### config.mk
export PLATFORM = sky130hd
export DESIGN_NAME = facl_front_flat
export DESIGN_NICKNAME = d
export VERILOG_FILES = /design/src/rtl/core/facl_pkg.sv /design/src/rtl/core/facl_if.sv /design/src/rtl/core/facl_front.sv /design/src/flat_wrapper.sv
export VERILOG_INCLUDE_DIRS = /design/src /design/src/rtl/core
export SDC_FILE = /design/constraint.sdc
export NUM_CORES = 1
export LEC_CHECK = 0
export BUFFER_PORTS_ARGS = -buffer_cell sky130_fd_sc_hd__buf_2
export CORE_ASPECT_RATIO = 0.8
export CORE_MARGIN = 2
export CORE_UTILIZATION = 57
export CTS_BUF_LIST = sky130_fd_sc_hd__clkbuf_4 sky130_fd_sc_hd__clkbuf_8
export CTS_CLUSTER_DIAMETER = 100
export CTS_CLUSTER_SIZE = 25
export DETAILED_ROUTE_END_ITERATION = 7
export PLACE_DENSITY = 0.79
export SETUP_SLACK_MARGIN = 0.02
export SYNTH_ARGS = -nofsm -noshare
export SYNTH_HDL_FRONTEND = slang
export SYNTH_SLANG_ARGS = --single-unit
### constraint.sdc
create_clock -name clk -period 1.9 [get_ports clk]
set_input_delay 0.475 -clock clk [delete_from_list [all_inputs] [get_ports clk]]
set_output_delay 0.475 -clock clk [all_outputs]
set_load 0.03 [all_outputs]
### src/rtl/core/fully_assoc_cache_lru_counters_assert.svh
`ifndef FULLY_ASSOC_CACHE_LRU_COUNTERS_ASSERT_SVH
`define FULLY_ASSOC_CACHE_LRU_COUNTERS_ASSERT_SVH
// same-cycle implication
`define FACL_ASSERT_NOW(label, ante, cons) \
  label: assert property (@(posedge clk) disable iff (!rst_n) (ante) |-> (cons)) \
    else $error("facl check failed");
// next-cycle implication
`define FACL_ASSERT_NEXT(label, ante, cons) \
  label: assert property (@(posedge clk) disable iff (!rst_n) (ante) |=> (cons)) \
    else $error("facl check failed");
`endif

### src/rtl/core/facl_pkg.sv
package facl_pkg;
  localparam int LINES = 256;
  localparam int LINE_W = $clog2(LINES);
  localparam int TAG_W = 32;
  localparam int AGE_W = 16;
  localparam int PHASE_W = 4;
  localparam logic [PHASE_W-1:0] AGE_PHASES = PHASE_W'(8);
  localparam logic [2:0] BSL_RESET = 3'd1;

  typedef struct packed {
    logic             wr;
    logic [TAG_W-1:0] block;
  } facl_item_t;

  typedef enum logic [1:0] {
    ST_IDLE,
    ST_SCAN,
    ST_DRAIN,
    ST_FIN
  } facl_state_t;
endpackage

### src/rtl/core/facl_if.sv
interface facl_in_if;
  logic        valid;
  logic        ready;
  logic        req_type;
  logic [31:0] address;
  modport source (output valid, req_type, address, input ready);
  modport sink (input valid, req_type, address, output ready);
endinterface


### src/rtl/core/facl_front.sv
module facl_front (
  input  logic                 clk,
  input  logic                 rst_n,
  facl_in_if.sink              in_ch,
  input  logic                 cfg_we,
  input  logic [2:0]           cfg_wdata,
  output logic                 q_valid,
  input  logic                 q_ready,
  output facl_pkg::facl_item_t q_item
);
  `include "fully_assoc_cache_lru_counters_assert.svh"

  logic [2:0]           bsl_r;
  facl_pkg::facl_item_t ent_r [2];
  logic                 wptr_r, rptr_r;
  logic [1:0]           count_r;
  logic                 push, pop;
  facl_pkg::facl_item_t item_in;

  assign in_ch.ready = (count_r != 2'd2);
  assign push = in_ch.valid && in_ch.ready;
  assign pop = q_valid && q_ready;
  assign q_valid = (count_r != 2'd0);
  assign q_item = ent_r[rptr_r];

  always_comb begin
    item_in.wr = in_ch.req_type;
    item_in.block = in_ch.address >> bsl_r;
  end

  always_ff @(posedge clk) begin
    if (!rst_n) begin
      bsl_r <= facl_pkg::BSL_RESET;
    end else if (cfg_we) begin
      bsl_r <= cfg_wdata;
    end
  end

  always_ff @(posedge clk) begin
    if (!rst_n) begin
      wptr_r <= 1'b0;
      rptr_r <= 1'b0;
      count_r <= 2'd0;
    end else begin
      if (push) wptr_r <= ~wptr_r;
      if (pop) rptr_r <= ~rptr_r;
      count_r <= count_r + {1'b0, push} - {1'b0, pop};
    end
  end

  always_ff @(posedge clk) begin
    if (push) ent_r[wptr_r] <= item_in;
  end

  `FACL_ASSERT_NOW(a_cnt_range, 1'b1, count_r != 2'd3)
  `FACL_ASSERT_NEXT(a_cnt_push, push && !pop, count_r == $past(count_r) + 2'd1)
  `FACL_ASSERT_NOW(a_pop_nonempty, pop, count_r != 2'd0)
endmodule

### src/flat_wrapper.sv
// flat-port wrapper written by rule: the top's interface ports become plain ports
module facl_front_flat 
  (clk, rst_n, cfg_we, cfg_wdata, q_valid, q_ready, q_item, in_ch_valid, in_ch_req_type, in_ch_address, in_ch_ready);
  facl_in_if in_ch_i ();
  input  logic clk;
  input  logic rst_n;
  input  logic cfg_we;
  input  logic [2:0] cfg_wdata;
  output logic q_valid;
  input  logic q_ready;
  output facl_pkg::facl_item_t q_item;
  input wire logic [$bits(in_ch_i.valid)-1:0] in_ch_valid;
  input wire logic [$bits(in_ch_i.req_type)-1:0] in_ch_req_type;
  input wire logic [$bits(in_ch_i.address)-1:0] in_ch_address;
  output wire logic [$bits(in_ch_i.ready)-1:0] in_ch_ready;
  assign in_ch_i.valid = in_ch_valid;
  assign in_ch_i.req_type = in_ch_req_type;
  assign in_ch_i.address = in_ch_address;
  assign in_ch_ready = in_ch_i.ready;
  facl_front u_core (.clk(clk), .rst_n(rst_n), .in_ch(in_ch_i), .cfg_we(cfg_we), .cfg_wdata(cfg_wdata), .q_valid(q_valid), .q_ready(q_ready), .q_item(q_item));
endmodule
Word-level counts from Yosys, hierarchy flattened
Memories as Yosys holds them, arrays and structs flattened. A register that Yosys moved wholly into a read port is not among the register bits.
Cells that the tools add are included.

operators by class
  $add $sub $neg = 2
  eq/ne operators = 1
  shift-type cells = 1
  multiplexer cells = 4
  bitwise gates (word level) = 2
  reductions and logical operators = 3

operator list
  operator                              count
  >> shifter 32 x 3 -> 32 bit           1
  two-way mux 1 bit                     4
  adder 2 x 1 -> 2 bit                  1
  logical AND 1 bit                     2
  != test 2 bit, second input constant  1
  inverter 1 bit                        2
  nonzero test 2 bit                    1
  subtractor 2 x 1 -> 2 bit             1

word-level totals
  bits in registers = 7
  memory bits (writable) = 66
  input port bits = 41
  memories kept = 1

memories
  memory        words  bits a word  rd ports  clocked after memory_dff  wr ports  RTL line          text
  u_core.ent_r  2      33           1         1                         1         facl_front.sv:14  facl_pkg::facl_item_t ent_r [2];

Longest topological paths before layout
  word-level depth = 4
  gate-level depth with buffers = 7
  mapped depth without buffers = 7

Worst setup path after synthesis
OpenSTA, ideal clock, no wires.

  kind = register to register
  start = register u_core.count_r[0]
  end = memory u_core.ent_r[1][0] in the netlist's numbering, enable pin
  library setup time = 0.393 ns
  arrival = 1.614 ns
  setup slack = -0.108 ns
  cell stages (with the launch flop) = 3
  clock period less this slack = 2.008 ns
  cells stage by stage = dfxtp_1 nand2b_1 and3_1

on the way
  word-level cells in the longest chain between the ends = 4

RTL lines
  element                                  RTL line            text
  start: declaration                       facl_front.sv:16    logic [1:0] count_r;
  start signal: assignment                 facl_front.sv:47    count_r <= count_r + {1'b0, push} - {1'b0, pop};
  != test 2 bit                            facl_front.sv:20    assign in_ch.ready = (count_r != 2'd2);
  net in_ch_ready                          flat_wrapper.sv:15  output wire logic [$bits(in_ch_i.ready)-1:0] in_ch_ready;
  logical AND 1 bit                        facl_front.sv:21    assign push = in_ch.valid && in_ch.ready;
  two-way mux 1 bit                        facl_front.sv:52    if (push) ent_r[wptr_r] <= item_in;
  two-way mux 1 bit (implied by the code)  facl_front.sv:52
  end: declaration                         facl_front.sv:14

The timed path passes the listed nets, and every way through them passes these cells.

==> metrics.md <==
| Metric | Value |
|---|---|
| Asr flop ratio synth | 0% |
| Fraction of met1 tracks used by global routing | between 30% and 40% |
| Fraction of post-synthesis cell area in the top cell type by area | 53.3% |
| Die boundary height | roughly 76 µm |
| Remaining global-route overflow | 0 |
| Site Rows | 26 |
| Number of filler cells placed in the layout | 423 |
| Final count of pins violating max slew | 0 |
| Yosys warning total | 0 |
| Quantity of hold-fixing buffers added after cts | 0 |
| Placed wire-length estimate after detailed placement | approximately 5100 µm |
| Final cell utilization of the core | between 70% and 80% |
| Portion of total power attributed to combinational logic | between 30% and 40% |
| Post-synth design cell area | approximately 3700 µm² |
| Post-CTS Setup Bufs | 0 |
| CTS root buffer | clkbuf_8 |
| Net count after synthesis | 327 |
| Met3 Usage GRT | under 10% |
| Average vias per placed instance | between 6 and 7 |
| Critical-path maximum fanout | 16 |
| Unrepaired setup endpoints after global routing | yes |
| Flop2flop setup slack | around 0.28 ns |
| Share of layout cells above drive strength 1 | approximately 47% |
| Kind of path behind the tightest hold check | in -> reg |
| Switching fraction of total power | about a third |
| Critical Path End Type | output pin |
| Final Routed Wirelength | around 7600 µm |
| Average detailed-routed wire length per instance | between 15 and 20 µm |
| Internal Pwr Total | ~4 mW |
| I/O pins | between 70 and 80 |
| Cell total after placement | about 430 |
| Max Cap Violations | 0 |
| Gr usage total | between 20% and 30% |
| Final weighted congestion in routability-driven placement | 0.860 |
| Post-synthesis cell type count | 30 |
| Post-detailed-route DRC marker count | 0 |
| Kind of critical path | reg -> out |
| Initial standard-cell utilization of the core | about three fifths |
| Drt initial violations | about 240 |
| Horizontal extent of the die | between 90 and 100 µm |
| Shortest period the worst path allows | between 1.5 and 2 ns |
| Antenna diode count | 0 |
| TNS Setup | 0 ns |
| CTS tree | yes |
| Xor and xnor fraction of the mapped netlist area | 0.471% |
| Nets@finish | between 400 and 500 |
| Antenna violations before repair | 0 |
| Cell types occupying the most area after synthesis | edfxtp_1 (53%), mux2_2 (19%), o22ai_1 (8.6%) |
| Residual antenna-violating net count after detailed routing | 0 |
| Portion of total power attributed to sequential cells | 36.7% |
| Worst slack at placement | between 0.2 and 0.25 ns |
| H-Tree Level Count | 3 |
| Synthesized-area fraction occupied by and/or/nand/nor cells | between 6 and 7% |
| Top_reg_cell synth | edfxtp_1 |
| Clock slew seen by the registers of the worst setup and hold paths | around 0.080 ns |
| Multiplexer fraction of the synthesized cell area | between 20% and 30% |
| Number of global-route vias before repair | 2549 |
| Highest ir drop seen on vdd | 0.795 mV |
| Area used by sequential logic in the layout | about 2100 µm² |
| Average cell area after synthesis | 13.1 µm² |
| Fmax achieved | 528 MHz |
| Share of the clock period used by the worst path after layout | 99.6% |
| Max Buffers Root-to-Sink | 2 |
| Proportion of synthesized chip area in sequential cells | 57.6% |
| CP arrival | 1.42 ns |
| Area share of fa/ha/maj cells after synthesis | 0.673% |
| Final worst clock skew | just over 0.005 ns |
| Count of state elements after synthesis | between 70 and 80 |
| Detailed-route via count | 2715 |
| Worst relative slew slack | around four fifths |
| Worst-margin pin slew | approximately 0.3 ns |
| Final count of negative-setup-slack endpoints | 0 |
| Final-report hold violation count | 0 |
| Most frequent cell after synthesis | edfxtp_1 |
| Final standard cell count with taps included and fillers excluded | ~450 |
| Critical Path Start Type | flop |
| Area of the die | 7190 µm² |
| Busiest layer in global routing | met2 |
| Power consumption | around 5.9 mW |
| Global-route wire length before repair | ~12000 µm |
| Switching power summed over all nets | approximately 1.9 mW |
| Compound-cell area share of the yosys netlist | between 10% and 20% |
| Cell accounting for the most synthesized area | edfxtp_1 |
| Source-to-sink clock delay at the later pin of the worst-skew pair | around 0.35 ns |
| DRT Pass-1 Iters | 6 |
| Clock share of power | between 20% and 30% |
| Signed area change from the synthesized netlist to the final layout | 25.2% |
| Met2 demand-to-capacity share in global routing | approximately a third |
| Largest net degree at the start of global routing | 34 |
| Run status | finished clean |
| Most instantiated cells after synthesis | edfxtp_1 (66), mux2_2 (63), o22ai_1 (51) |
| Num CTS Buffers | 9 |
| Post-synthesis instance total | about 280 |
| Core outline area | 6340 µm² |
| Power density normalized to cell area | 1280 nW/µm² |
| Count of clock tree sinks | 74 |
| Fin worst setup slack | around 0.0078 ns |
| Port buffer count | 75 |
| Area of the multi-input gates | around 1400 µm² |
| Standby leakage power | between 1.5 and 2 nW |
| Dominant combinational cell family by area after synthesis | multiplexers |
| Req. time, crit path | 1.42 ns |
| EDFF count, synth | 66 |
==> stage by stage <==
step	hold WS (ns)	area (µm²)
after floorplan	0.481	3720
after global placement	0.518	4190
after detailed placement	0.528	4190
after CTS	0.307	4630
after global routing	0.314	4650
final	0.321	4650
==> per-layer routing <==
layer | vias to the layer above | part of all wire, %
met2 | 149 | 47
met5 | - | 0
met4 | 0 | 1.9
met3 | 18 | 10
met1 | 1293 | 41
li1 | 1255 | -
==> final timing paths <==
kind,from,endpoint,depth (start not counted)
max,flop,q_item[5],3
min,in_ch_req_type,u_core.ent_r[0][32]$_DFFE_PP_,1
max reg2reg,u_core.bsl_r[0]$_SDFFE_PN1P_,u_core.ent_r[1][26]$_DFFE_PP_,3
min reg2reg,u_core.rptr_r$_SDFFE_PN0P_,flop,2
==> cell usage in the layout (no fill, tap or decap), types with 3 or more instances in the layout <==
master | Yosys | layout
edfxtp_1 | 66 | 66
mux2_2 | 63 | 59
o22ai_1 | 51 | 51
buf_2 | 12 | 42
nor2_1 | 37 | 37
buf_6 | 5 | 30
buf_4 | 3 | 10
clkbuf_8 | 0 | 9
dfxtp_1 | 8 | 7
nand2b_1 | 4 | 4
mux2i_1 | 4 | 4
mux2_4 | 0 | 4
buf_12 | 0 | 4
and2_1 | 3 | 3
inv_1 | 4 | 3
nor2b_1 | 3 | 3
bufinv_16 | 0 | 3
==> flip-flops by register name, summed over array words and instances (netlist names), named ones only <==
signal	count
u_core.ent_r	66
u_core.count_r	2
u_core.rptr_r	1
u_core.bsl_r	3
u_core.wptr_r	1
==> timing repair <==
item / 4_1_cts / 5_1_grt
cloned: 0 / 0
gates resized for setup: 63 / 6
setup endpoints to repair: 33 / 33
==> critical path: stages, from the launching register on <==
cell	delay, ns
dfxtp_4	0.38
buf_12	0.16
mux2_2	0.36
buf_4	0.17
==> cell families (layout without fill, tap and decap cells) <==
kind of cell | count (synthesis) | in the layout
buffers and inverters | 25 | 106
AO/OA/AOI/OAI | 59 | 59
AND/OR/NAND/NOR | 55 | 55
multiplexers | 67 | 67
adder cells (fa/ha/maj) | 2 | 2
XOR/XNOR | 2 | 2
flip-flops | 74 | 74
==> power by group through the flow <==
stage                     Combinational, mW  Clock, mW  Sequential [mW]
after floorplan                        1.44          0             2.17
after global placement                 1.92          0             2.19
after detailed placement               1.95          0             2.21
after CTS                              2.28       1.49             2.18
after global routing                   2.45       1.54             2.20
final                                  2.31       1.45             2.18
==> final cells by class <==
class,instances,share of cell area [%]
inverter,4,0.403
multi-input combinational,185,30.8
clock inverter,6,2.47
tap,84,2.26
clock buffer,10,2.82
timing repair buffer,86,15.1
sequential,74,46.1
Power figures use the tool's default switching activity.
